===== src/rtl/gpio_kp_pkg.sv =====
// shared types, register map constants and the pin update function of the gpio block
package gpio_kp_pkg;

    typedef logic [15:0] t_word;

    typedef enum logic [1:0] {
        CMD_READ  = 2'd0,
        CMD_WRITE = 2'd1,
        CMD_PIN   = 2'd2,
        CMD_KEY   = 2'd3
    } t_cmd;

    typedef struct packed {
        t_word pin;
        t_word edges;
    } t_port_upd;

    localparam logic [2:0] ACC_BYTE = 3'd1;
    localparam logic [2:0] ACC_WORD = 3'd4;

    localparam logic [9:0] GRP_STATE = 10'h000;
    localparam logic [9:0] GRP_DIR   = 10'h020;
    localparam logic [9:0] GRP_SET   = 10'h040;
    localparam logic [9:0] GRP_CLR   = 10'h060;
    localparam logic [9:0] GRP_FALL  = 10'h080;
    localparam logic [9:0] GRP_RISE  = 10'h0a0;
    localparam logic [9:0] GRP_EDGE  = 10'h0c0;
    localparam logic [9:0] GRP_MASK  = 10'h120;

    localparam logic [9:0] ADDR_ID    = 10'h100;
    localparam logic [9:0] ADDR_RST   = 10'h210;
    localparam logic [7:0] RST_BYTE   = 8'hff;
    localparam t_word      ID_WORD    = 16'h4741;

    localparam logic [9:0] ADDR_RSV0 = 10'h140;
    localparam logic [9:0] ADDR_RSV1 = 10'h164;
    localparam logic [9:0] ADDR_RSV2 = 10'h180;
    localparam logic [9:0] ADDR_RSV3 = 10'h184;
    localparam logic [9:0] ADDR_RSV4 = 10'h188;
    localparam logic [9:0] ADDR_RSV5 = 10'h18c;
    localparam logic [9:0] ADDR_RSV6 = 10'h194;
    localparam logic [9:0] ADDR_RSV7 = 10'h200;
    localparam logic [9:0] ADDR_RSV8 = 10'h204;

    localparam int KEY_PORT     = 2;
    localparam int KEY_COL_BASE = 8;

    // new pin state and edge latch of one port
    function automatic t_port_upd port_update(
        input t_word before_v,
        input t_word out_v,
        input t_word dir_v,
        input t_word ext_v,
        input t_word fall_v,
        input t_word rise_v,
        input t_word edge_v
    );
        t_port_upd res;
        t_word     after_v;
        t_word     chg;
        after_v   = (out_v & dir_v) | (ext_v & ~dir_v);
        chg       = before_v ^ after_v;
        res.pin   = after_v;
        res.edges = edge_v | (chg & before_v & fall_v) | (chg & after_v & rise_v);
        return res;
    endfunction

endpackage


===== src/rtl/gpio_keypad_edge_irq_ctrl.sv =====
// gpio controller top level: register window, edge detect, key matrix and irq line
// throughput: one beat per cycle while the result side does not stall; the register
//   path runs from the input register through decode, key matrix column resolve and
//   port update into the state and result registers
// reset: i_rst_n synchronous active low clears all port registers and key state,
//   sets the irq line enable, and empties both pipeline registers
module gpio_keypad_edge_irq_ctrl #(
    parameter int NUM_PORTS   = 4,
    parameter int KEYPAD_SIZE = 8
) (
    input  logic        i_clk,
    input  logic        i_rst_n,
    // configuration
    input  logic        i_cfg_we,
    input  logic        i_cfg_wdata,
    // input channel
    input  logic        i_in_valid,
    output logic        o_in_stall,
    input  logic [1:0]  i_cmd,
    input  logic [9:0]  i_addr,
    input  logic [2:0]  i_access_bytes,
    input  logic [31:0] i_wdata,
    input  logic [1:0]  i_port_sel,
    input  logic [3:0]  i_pin,
    input  logic        i_level,
    input  logic [2:0]  i_key_row,
    input  logic [2:0]  i_key_col,
    input  logic        i_pressed,
    // result channel
    output logic        o_out_valid,
    input  logic        i_out_stall,
    output logic [15:0] o_rdata,
    output logic        o_ok,
    output logic        o_irq_n
);

    typedef gpio_kp_pkg::t_word t_word;

    // input register
    logic                    r_in_valid;
    gpio_kp_pkg::t_cmd       r_cmd;
    logic [9:0]              r_addr;
    logic [2:0]              r_size;
    logic [31:0]             r_wdata;
    logic [1:0]              r_port;
    logic [3:0]              r_pin;
    logic                    r_level;
    logic [2:0]              r_row;
    logic [2:0]              r_col;
    logic                    r_pressed;

    // result register
    logic                    r_out_valid;
    logic [15:0]             r_rdata;
    logic                    r_ok;
    logic                    r_irq_n;

    // irq line enable
    logic                    r_irq_en;

    // port state
    t_word r_out  [NUM_PORTS];
    t_word r_ext  [NUM_PORTS];
    t_word r_dir  [NUM_PORTS];
    t_word r_rise [NUM_PORTS];
    t_word r_fall [NUM_PORTS];
    t_word r_edge [NUM_PORTS];
    t_word r_mask [NUM_PORTS];
    t_word r_pst  [NUM_PORTS];
    logic [KEYPAD_SIZE-1:0] r_key [KEYPAD_SIZE];

    // state after the access itself, before matrix and pin update
    t_word a_out  [NUM_PORTS];
    t_word a_ext  [NUM_PORTS];
    t_word a_dir  [NUM_PORTS];
    t_word a_rise [NUM_PORTS];
    t_word a_fall [NUM_PORTS];
    t_word a_edge [NUM_PORTS];
    t_word a_mask [NUM_PORTS];
    logic [KEYPAD_SIZE-1:0] n_key [KEYPAD_SIZE];

    // final next state
    t_word n_ext  [NUM_PORTS];
    t_word n_edge [NUM_PORTS];
    t_word n_pst  [NUM_PORTS];

    logic                   advance;
    logic                   matrix_run;
    logic [KEYPAD_SIZE-1:0] w_col_hi;
    logic [15:0]            n_rdata;
    logic                   n_ok;
    logic                   n_irq_n;

    // the item in the input register moves on unless the result register is held
    assign advance     = r_in_valid && !(r_out_valid && i_out_stall);
    assign o_in_stall  = r_in_valid && !advance;

    assign o_out_valid = r_out_valid;
    assign o_rdata     = r_rdata;
    assign o_ok        = r_ok;
    assign o_irq_n     = r_irq_n;

    // access decode and register writes
    always_comb begin
        logic       is_bus;
        logic       wr;
        logic       word;
        logic       port_grp;
        logic       port_ok;
        logic       reg_hit;
        logic [9:0] grp;
        logic [1:0] prt;
        logic       soft_rst;
        logic       pin_ok;
        logic       key_ok;
        logic       key_chg;
        logic       do_dir;
        logic       do_set;
        logic       do_clr;
        logic       do_fall;
        logic       do_rise;
        logic       do_edge;
        logic       do_mask;
        logic       rd_state;
        logic       rd_id;
        t_word      val;
        t_word      rd;

        is_bus   = (r_cmd == gpio_kp_pkg::CMD_READ) || (r_cmd == gpio_kp_pkg::CMD_WRITE);
        wr       = (r_cmd == gpio_kp_pkg::CMD_WRITE);
        word     = is_bus && (r_size == gpio_kp_pkg::ACC_WORD) && (r_addr[1:0] == 2'b00);
        grp      = {r_addr[9:4], 4'b0000};
        prt      = r_addr[3:2];
        val      = r_wdata[15:0];
        port_grp = (grp <= gpio_kp_pkg::GRP_EDGE) || (grp == gpio_kp_pkg::GRP_MASK);
        port_ok  = int'(prt) < NUM_PORTS;
        reg_hit  = word && port_grp && port_ok && !grp[4];
        soft_rst = is_bus && wr && (r_size == gpio_kp_pkg::ACC_BYTE) &&
                   (r_addr == gpio_kp_pkg::ADDR_RST) && (r_wdata[7:0] == gpio_kp_pkg::RST_BYTE);
        pin_ok   = (r_cmd == gpio_kp_pkg::CMD_PIN) && (int'(r_port) < NUM_PORTS);
        key_ok   = (r_cmd == gpio_kp_pkg::CMD_KEY) && (int'(r_row) < KEYPAD_SIZE) &&
                   (int'(r_col) < KEYPAD_SIZE);

        do_dir   = 1'b0;
        do_set   = 1'b0;
        do_clr   = 1'b0;
        do_fall  = 1'b0;
        do_rise  = 1'b0;
        do_edge  = 1'b0;
        do_mask  = 1'b0;
        rd_state = 1'b0;
        rd_id    = 1'b0;
        n_ok     = 1'b0;

        if (reg_hit) begin
            case (grp)
                gpio_kp_pkg::GRP_STATE: begin
                    n_ok     = !wr;
                    rd_state = 1'b1;
                end
                gpio_kp_pkg::GRP_DIR: begin
                    n_ok   = 1'b1;
                    do_dir = wr;
                end
                gpio_kp_pkg::GRP_SET: begin
                    n_ok   = wr;
                    do_set = wr;
                end
                gpio_kp_pkg::GRP_CLR: begin
                    n_ok   = wr;
                    do_clr = wr;
                end
                gpio_kp_pkg::GRP_FALL: begin
                    n_ok    = 1'b1;
                    do_fall = wr;
                end
                gpio_kp_pkg::GRP_RISE: begin
                    n_ok    = 1'b1;
                    do_rise = wr;
                end
                gpio_kp_pkg::GRP_EDGE: begin
                    n_ok    = 1'b1;
                    do_edge = wr;
                end
                gpio_kp_pkg::GRP_MASK: begin
                    n_ok    = 1'b1;
                    do_mask = wr;
                end
                default: begin
                    n_ok = 1'b0;
                end
            endcase
        end else if (word && !port_grp) begin
            if (r_addr == gpio_kp_pkg::ADDR_ID) begin
                n_ok  = !wr;
                rd_id = 1'b1;
            end else if (r_addr inside {gpio_kp_pkg::ADDR_RSV0, gpio_kp_pkg::ADDR_RSV1,
                                        gpio_kp_pkg::ADDR_RSV2, gpio_kp_pkg::ADDR_RSV3,
                                        gpio_kp_pkg::ADDR_RSV4, gpio_kp_pkg::ADDR_RSV5,
                                        gpio_kp_pkg::ADDR_RSV6, gpio_kp_pkg::ADDR_RSV7,
                                        gpio_kp_pkg::ADDR_RSV8, gpio_kp_pkg::ADDR_RST}) begin
                n_ok = 1'b1;
            end
        end else if (soft_rst || pin_ok || key_ok) begin
            n_ok = 1'b1;
        end

        rd = rd_id ? gpio_kp_pkg::ID_WORD : '0;
        for (int i = 0; i < NUM_PORTS; i++) begin
            logic sel;
            sel = (prt == 2'(i));

            a_out[i]  = r_out[i];
            a_ext[i]  = r_ext[i];
            a_dir[i]  = r_dir[i];
            a_rise[i] = r_rise[i];
            a_fall[i] = r_fall[i];
            a_edge[i] = r_edge[i];
            a_mask[i] = r_mask[i];

            if (sel && reg_hit) begin
                if (rd_state) begin
                    rd = r_pst[i];
                end else begin
                    case (grp)
                        gpio_kp_pkg::GRP_DIR:  rd = r_dir[i];
                        gpio_kp_pkg::GRP_FALL: rd = r_fall[i];
                        gpio_kp_pkg::GRP_RISE: rd = r_rise[i];
                        gpio_kp_pkg::GRP_EDGE: rd = r_edge[i];
                        gpio_kp_pkg::GRP_MASK: rd = r_mask[i];
                        default:               rd = '0;
                    endcase
                end
                if (do_dir)  a_dir[i]  = val;
                if (do_set)  a_out[i]  = r_out[i] | val;
                if (do_clr)  a_out[i]  = r_out[i] & ~val;
                if (do_fall) a_fall[i] = val;
                if (do_rise) a_rise[i] = val;
                if (do_edge) a_edge[i] = r_edge[i] & ~val;
                if (do_mask) a_mask[i] = val;
            end

            if (soft_rst) begin
                a_out[i]  = '0;
                a_dir[i]  = '0;
                a_rise[i] = '0;
                a_fall[i] = '0;
                a_edge[i] = '0;
                a_mask[i] = '0;
            end

            if (pin_ok && (r_port == 2'(i))) begin
                a_ext[i][r_pin] = r_level;
            end
        end

        // key matrix tracking
        key_chg = 1'b0;
        for (int r = 0; r < KEYPAD_SIZE; r++) begin
            n_key[r] = r_key[r];
            for (int c = 0; c < KEYPAD_SIZE; c++) begin
                if (key_ok && (r_row == 3'(r)) && (r_col == 3'(c))) begin
                    key_chg     = r_key[r][c] ^ r_pressed;
                    n_key[r][c] = r_pressed;
                end
            end
        end

        // columns are resolved again after any direction, set or clear write and any change of key state
        matrix_run = do_dir || do_set || do_clr || key_chg;

        n_rdata = (n_ok && !wr) ? rd : '0;
    end

    // column read back of the key matrix, from the row drive after this access
    generate
        if (NUM_PORTS > gpio_kp_pkg::KEY_PORT) begin : g_matrix
            always_comb begin
                for (int c = 0; c < KEYPAD_SIZE; c++) begin
                    logic drv_hi;
                    logic drv_lo;
                    drv_hi = 1'b0;
                    drv_lo = 1'b0;
                    for (int r = 0; r < KEYPAD_SIZE; r++) begin
                        if (a_dir[gpio_kp_pkg::KEY_PORT][r] && n_key[r][c]) begin
                            if (a_out[gpio_kp_pkg::KEY_PORT][r]) drv_hi = 1'b1;
                            else                                 drv_lo = 1'b1;
                        end
                    end
                    // low only when pulled low with no row fighting it
                    w_col_hi[c] = !(drv_lo && !drv_hi);
                end
            end
        end else begin : g_no_matrix
            // keys are tracked but drive no port
            assign w_col_hi = '1;
        end
    endgenerate

    // matrix columns into the key port, then pin state and edge detect of every port
    always_comb begin
        logic any_irq;
        any_irq = 1'b0;
        for (int i = 0; i < NUM_PORTS; i++) begin
            gpio_kp_pkg::t_port_upd upd;
            n_ext[i] = a_ext[i];
            if ((i == gpio_kp_pkg::KEY_PORT) && matrix_run) begin
                for (int c = 0; c < KEYPAD_SIZE; c++) begin
                    n_ext[i][gpio_kp_pkg::KEY_COL_BASE + c] = w_col_hi[c];
                end
            end
            // a port whose pin sources did not move sees no change and latches nothing
            upd = gpio_kp_pkg::port_update(r_pst[i], a_out[i], a_dir[i], n_ext[i],
                                           a_fall[i], a_rise[i], a_edge[i]);
            n_pst[i]  = upd.pin;
            n_edge[i] = upd.edges;
            any_irq   = any_irq || ((n_edge[i] & a_mask[i]) != '0);
        end
        n_irq_n = !(r_irq_en && any_irq);
    end

    // input register
    always_ff @(posedge i_clk) begin
        if (!i_rst_n) begin
            r_in_valid <= 1'b0;
        end else if (!o_in_stall) begin
            r_in_valid <= i_in_valid;
        end
    end

    always_ff @(posedge i_clk) begin
        if (!o_in_stall && i_in_valid) begin
            r_cmd     <= gpio_kp_pkg::t_cmd'(i_cmd);
            r_addr    <= i_addr;
            r_size    <= i_access_bytes;
            r_wdata   <= i_wdata;
            r_port    <= i_port_sel;
            r_pin     <= i_pin;
            r_level   <= i_level;
            r_row     <= i_key_row;
            r_col     <= i_key_col;
            r_pressed <= i_pressed;
        end
    end

    // result register
    always_ff @(posedge i_clk) begin
        if (!i_rst_n) begin
            r_out_valid <= 1'b0;
        end else if (advance) begin
            r_out_valid <= 1'b1;
        end else if (!i_out_stall) begin
            r_out_valid <= 1'b0;
        end
    end

    always_ff @(posedge i_clk) begin
        if (advance) begin
            r_rdata <= n_rdata;
            r_ok    <= n_ok;
            r_irq_n <= n_irq_n;
        end
    end

    // irq line enable
    always_ff @(posedge i_clk) begin
        if (!i_rst_n) begin
            r_irq_en <= 1'b1;
        end else if (i_cfg_we) begin
            r_irq_en <= i_cfg_wdata;
        end
    end

    // port and key state, committed as the item moves into the result register
    always_ff @(posedge i_clk) begin
        if (!i_rst_n) begin
            for (int i = 0; i < NUM_PORTS; i++) begin
                r_out[i]  <= '0;
                r_ext[i]  <= '0;
                r_dir[i]  <= '0;
                r_rise[i] <= '0;
                r_fall[i] <= '0;
                r_edge[i] <= '0;
                r_mask[i] <= '0;
                r_pst[i]  <= '0;
            end
            for (int r = 0; r < KEYPAD_SIZE; r++) begin
                r_key[r] <= '0;
            end
        end else if (advance) begin
            for (int i = 0; i < NUM_PORTS; i++) begin
                r_out[i]  <= a_out[i];
                r_ext[i]  <= n_ext[i];
                r_dir[i]  <= a_dir[i];
                r_rise[i] <= a_rise[i];
                r_fall[i] <= a_fall[i];
                r_edge[i] <= n_edge[i];
                r_mask[i] <= a_mask[i];
                r_pst[i]  <= n_pst[i];
            end
            for (int r = 0; r < KEYPAD_SIZE; r++) begin
                r_key[r] <= n_key[r];
            end
        end
    end

`ifndef NO_ASSERTIONS
    // a failed or write access never returns data
    a_rdata_zero: assert property (@(posedge i_clk) disable iff (!i_rst_n)
        r_out_valid && !r_ok |-> r_rdata == '0)
        else $error("read data on a failed access");

    // with the line disabled the irq output stays released
    a_irq_off: assert property (@(posedge i_clk) disable iff (!i_rst_n)
        r_out_valid && !r_irq_en |-> r_irq_n)
        else $error("irq driven while line disabled");

    // an item leaving the input register always shows up as a result beat
    a_advance: assert property (@(posedge i_clk) disable iff (!i_rst_n)
        advance |=> r_out_valid)
        else $error("item lost between stages");

    // input is held back only by a full and stalled result register
    a_stall_cause: assert property (@(posedge i_clk) disable iff (!i_rst_n)
        o_in_stall |-> r_in_valid && r_out_valid && i_out_stall)
        else $error("input stalled without cause");
`endif

endmodule


===== config.mk =====
export PLATFORM = sky130hd
export DESIGN_NAME = gpio_keypad_edge_irq_ctrl
export DESIGN_NICKNAME = d
export VERILOG_FILES = /design/src/rtl/gpio_kp_pkg.sv /design/src/rtl/gpio_keypad_edge_irq_ctrl.sv
export SDC_FILE = /design/constraint.sdc
export NUM_CORES = 2
export LEC_CHECK = 0
export CAP_MARGIN = 30
export CORE_MARGIN = 5
export CORE_UTILIZATION = 25
export DETAILED_ROUTE_END_ITERATION = 8
export DONT_BUFFER_PORTS = 1
export MAX_ROUTING_LAYER = met4
export SKIP_LAST_GASP = 1
export SYNTH_ARGS = -nofsm -noshare
export SYNTH_HDL_FRONTEND = slang
export SYNTH_SLANG_ARGS = --single-unit
export TNS_END_PERCENT = 30

===== constraint.sdc =====
create_clock -name i_clk -period 20.7 [get_ports i_clk]
set_input_delay 4.14 -clock i_clk [delete_from_list [all_inputs] [get_ports i_clk]]
set_output_delay 4.14 -clock i_clk [all_outputs]
set_load 0.1 [all_outputs]

Word level (Yosys, flattened, before mapping). Memory sizes are Yosys's and may differ from the RTL's. Cells that the tools add are included.

Logic and storage cells: 994. Output and inout port bits: 20. Bits in latches: 0. Flip-flop bits (word level): 66. Memories kept: 9. Bits of input ports: 67. Bits in writable memories: 576. Bits in read-only memories: 0.

Memories: r_dir (depth 4, bits a word 16, rd ports 4, clocked after memory_dff 0, wr ports 4, line gpio_keypad_edge_irq_ctrl.sv:64) `t_word r_dir [NUM_PORTS];`; r_edge (depth 4, bits a word 16, rd ports 4, clocked after memory_dff 0, wr ports 4, line gpio_keypad_edge_irq_ctrl.sv:67) `t_word r_edge [NUM_PORTS];`; r_ext (depth 4, bits a word 16, rd ports 4, clocked after memory_dff 0, wr ports 4, line gpio_keypad_edge_irq_ctrl.sv:63) `t_word r_ext [NUM_PORTS];`; r_fall (depth 4, bits a word 16, rd ports 4, clocked after memory_dff 0, wr ports 4, line gpio_keypad_edge_irq_ctrl.sv:66) `t_word r_fall [NUM_PORTS];`; r_key (depth 8, bits a word 8, rd ports 8, clocked after memory_dff 0, wr ports 8, line gpio_keypad_edge_irq_ctrl.sv:70) `logic [KEYPAD_SIZE-1:0] r_key [KEYPAD_SIZE];`; r_mask (depth 4, bits a word 16, rd ports 4, clocked after memory_dff 0, wr ports 4, line gpio_keypad_edge_irq_ctrl.sv:68) `t_word r_mask [NUM_PORTS];`; 3 more memories.

Multiply operators: 0. Reduce and logical (&&, ||, !) cells: 215. Equal/unequal tests: 45. Add/sub/neg operators: 0. Div/mod/pow operators: 0. Muxes and demuxes: 541. Bitwise operators: 165. $lt $le $gt $ge: 3. Shift operators: 0.

Operators with widths (number): 16-bit two-way mux (120); 16-bit AND (36); 1-bit two-way mux (401); 16-bit one-hot mux with 5 select lines (4); 16-bit bitwise OR (16); 1-bit logical AND (168); 10-bit by 9-bit equality test with 1-bit output (second input constant) (8); 16-bit NOT (5); 8-bit two-way mux (9); 16-bit bitwise mux (4); 16-bit nonzero test (4); 1-bit XOR (64); 16-bit XOR (4); 1-bit bitwise OR (40); 10-bit equality test (second input constant) (3); 3-bit equality test (second input constant) (9); 1-bit logical NOT (23); 6-bit by 4-bit equality test with 1-bit output (second input constant) (3); 15-bit two-way mux (1); 2-bit equality test (second input constant) (6); 3-bit by 2-bit equality test with 1-bit output (second input constant) (4); 6-bit by 3-bit equality test with 1-bit output (second input constant) (2); 10-bit by 8-bit less-or-equal comparator with 1-bit output (second input constant) (1); 1-bit logical OR (10); other kinds (16) (24).

Depth between registers and ports, before layout.
Depth in word-level cells: 82. Gate-level depth with buffers: 17.

Worst setup path before layout. Ideal clock, no wire load.

Kind: input to register. From: in i_out_stall. To: mem r_dir[0][0] (netlist bit) (enable). Arrival: 18598 ps. Setup slack: 1049 ps. Required time: 19647 ps. Library setup time: 1053 ps. Stages: 3. Cell sequence: nand2_1 and2_1 nand2b_1.

RTL lines: from (decl) (line gpio_keypad_edge_irq_ctrl.sv:31) `input logic i_out_stall,`; to (decl) (line gpio_keypad_edge_irq_ctrl.sv:64).

Worst setup path in the final report.
From: in i_out_stall. To: out o_in_stall.

Cells in the longest elaborated chain, start to end: 5.

Ends and longest elaborated chain: 1-bit logical AND (line gpio_keypad_edge_irq_ctrl.sv:95) `assign advance = r_in_valid && !(r_out_valid && i_out_stall);`; 1-bit logical NOT (line gpio_keypad_edge_irq_ctrl.sv:95); 1-bit logical AND (line gpio_keypad_edge_irq_ctrl.sv:95); 1-bit logical NOT (line gpio_keypad_edge_irq_ctrl.sv:96) `assign o_in_stall = r_in_valid && !advance;`; 1-bit logical AND (line gpio_keypad_edge_irq_ctrl.sv:96); to (decl) (line gpio_keypad_edge_irq_ctrl.sv:18) `output logic o_in_stall,`.

Every way passes these cells.

==> results_dict.tcl <==
set metrics [dict create \
    outcome "complete, no violations" \
    finalClockSkew_ps 50.7 \
    crit_end "o_in_stall" \
    crit_start "i_out_stall" \
    grt_pass1_wl_mm 254 \
    overflow 0 \
    path_clk_slew_ps 60 \
    r2r_setup_slack_ps 13190 \
    avgSynthCellArea_um2 9.87 \
    slowest_delay_ps 270 \
    p_leak_nw 15.6 \
    critPathMaxFanout 3 \
    drcViolationCount 0 \
    drt_iter0_drc 6632 \
    routed_wl_mm 182 \
    die_area_um2 164000 \
    drv_slew 0 \
    required_ps 16560 \
    rsz0062_at_grt "no" \
    final_cell_mix "edfxtp_1 (639), nor2_1 (592), nand2_1 (351)" \
    synth_nets 4030 \
    dieWidth_um 406 \
    synth_cells 3963 \
    ant_nets 0 \
    firstDrtPassIters 9 \
    critical_path_class "in2out" \
    start_util_pct 25.1 \
    relSlewSlack_pct 25.6 \
    worstReg2RegStart "r_addr[9]$_DFFE_PP_" \
    fmax_mhz 114 \
    clock-root-buffer "clkbuf_16" \
    cp_num_buf_inv 1 \
    vdd_drop_max_uv 58.1 \
    worst_pin_slew_ps 1120 \
    hold_violations 0 \
    finalSetupTns_ps 0 \
    hpwl_mm 118 \
    setup.worst_path.end_class "output pin" \
    area_delta_synth_final_pct 15.2 \
    hold_buffers 0 \
    rows 145 \
    wl_per_cell_um 30.2 \
    pwr_density_cell_nw_per_um2 76.2 \
    finalCritPeriodShare_pct 42.3 \
    critPathLaunchType "input port" \
    ys_seq_elements 642 \
    holdWs_ps 529 \
    yosys_warnings 0 \
    viasPerCell 6.08 \
    post_cts_buffers 0 \
    min_path_type "reg2reg" \
    clk_latency_ps 680 \
    synthArstFlopShare_pct 0 \
    maxCapViolations 0 \
    track_usage_pct 21.7 \
    core_area_um2 156000 \
    clockBufferDepth 3 \
    critical_path_arrival_ps 4610 \
    crit_cells 2 \
    ctsResizeCount 0 \
    grt_max_degree 171 \
    fin_crit_ps 8750 \
    seq_area_um2 19200 \
    antenna_found_initial 13 \
    htree_num_levels 3 \
    fin_util_pct 28.9 \
    yosysSeqAreaShare_pct 49.2 \
    reg2reg_depth 13 \
    numCtsBuffers 76 \
    multi_input_area_um2 18700 \
    synth_edf_count 639 \
    grt_pass1_vias 33900 \
    drive_above_1_share_pct 10.8 \
    nNetsFinal 3974 \
    synth_top_cell_area_share_pct 49.1 \
    layout_commonest_cell "edfxtp_1" \
    die_h_um 406 \
    p_total_mw 3.43 \
    ys_top_cells_by_area "edfxtp_1 (49%), mux2i_1 (6.0%), nor2_1 (5.7%)" \
    cts_sinks 642 \
    numPortBuffers 0 \
    yosysUniqueCellTypes 102 \
    setup_viol 0 \
    path_delay_family "simple AND/OR/NAND/NOR gates" \
    synth_flop_cell "edfxtp_1" \
    via_count 36700 \
    yosys.area.top_type "edfxtp_1" \
    cpMaxStageDelayCell "and3_1" \
    netlist_area_um2 39100 \
    cts_tree "done" \
    n_fill_cell 16200 \
    io_pins 87 \
    crit_chain "and3_1 -> buf_16" \
    r2r_end "o_irq_n$_DFFE_PP_" \
    place.gp.congestion 1.01 \
]
## synthesized netlist by cell type, drive strengths merged, types with 38 or more instances
library cell	count
edfxtp	639
nor2	600
nand2	354
mux2i	234
a21oi	227
clkbuf	216
a22oi	139
nor3	134
o21ai	107
nor2b	99
buf	94
nand3	92
a31oi	64
and2	57
o22ai	54
nor4	47
a222oi	46
a22o	38
xor2	38
## per-layer routing
layer | up-vias | GRT usage, % | routed length (um)
li1 | 15100 | - | -
met3 | 765 | 7.24 | 26700
met2 | 3064 | 30.8 | 75900
met5 | - | - | 0
met4 | 0 | 13.4 | 14100
met1 | 17800 | 26.5 | 65700
## report_power, final
group | switching (mW) | internal [mW] | total (mW)
clock | 0.610 | 0.840 | 1.45
combinational | 0.280 | 0.122 | 0.402
sequential | 0.0570 | 1.52 | 1.58
## registers in the layout, indices dropped and copies added (netlist names), 64 cells and up
signal	flops
r_dir	64
r_edge	64
r_ext	64
r_fall	64
r_key	64
r_mask	64
r_out	64
r_pst	64
r_rise	64
## area by class of cell
class / count / share of cell area [%]
tap: 2058 / 5.72
sequential: 642 / 42.7
antenna: 12 / 0.0667
timing repair buffer: 176 / 4.02
clock inverter: 44 / 1.17
inverter: 27 / 0.225
multi-input combinational: 2984 / 41.5
clock buffer: 96 / 4.53
## logic make-up (layout without fill, tap and decap cells)
group / count (synthesis) / after routing / share of synthesized area [%]
xor gates and xnor gates: 59 / 59 / 1.32
and+or+nand+nor: 1625 / 1625 / 20.3
AOI/OAI and AO/OA: 1036 / 1036 / 18.9
DFF: 642 / 642 / 49.2
other: 0 / 12 / 0
muxes: 264 / 264 / 6.85
buffers and inverters: 337 / 343 / 3.50
## worst min-delay path by stage
stage	startpoint	endpoint	slack, ps	cells past startpoint
final	r_in_valid$_SDFFE_PN0N_	o_out_valid$_SDFFE_PN0P_	530	2
after global routing	r_in_valid$_SDFFE_PN0N_	o_out_valid$_SDFFE_PN0P_	570	2
after detailed placement	r_in_valid$_SDFFE_PN0N_	o_out_valid$_SDFFE_PN0P_	520	2
after CTS	r_in_valid$_SDFFE_PN0N_	o_out_valid$_SDFFE_PN0P_	540	2
after floorplan	r_irq_en$_SDFFE_PN1P_	o_irq_n$_DFFE_PP_	440	1
after global placement	r_in_valid$_SDFFE_PN0N_	o_out_valid$_SDFFE_PN0P_	500	2
## metrics by stage
stage | worst slack [ps] | cells | instance area (um2)
floorplan | 1050 | 3963 | 39100
finish | 11950 | 6039 | 45000
CTS | 11940 | 6021 | 44900
global route | 11930 | 6036 | 45000
detailed placement | 11950 | 5881 | 42400
global placement | 11550 | 5854 | 41800
Note: power is estimated with default switching activity, not from simulation.
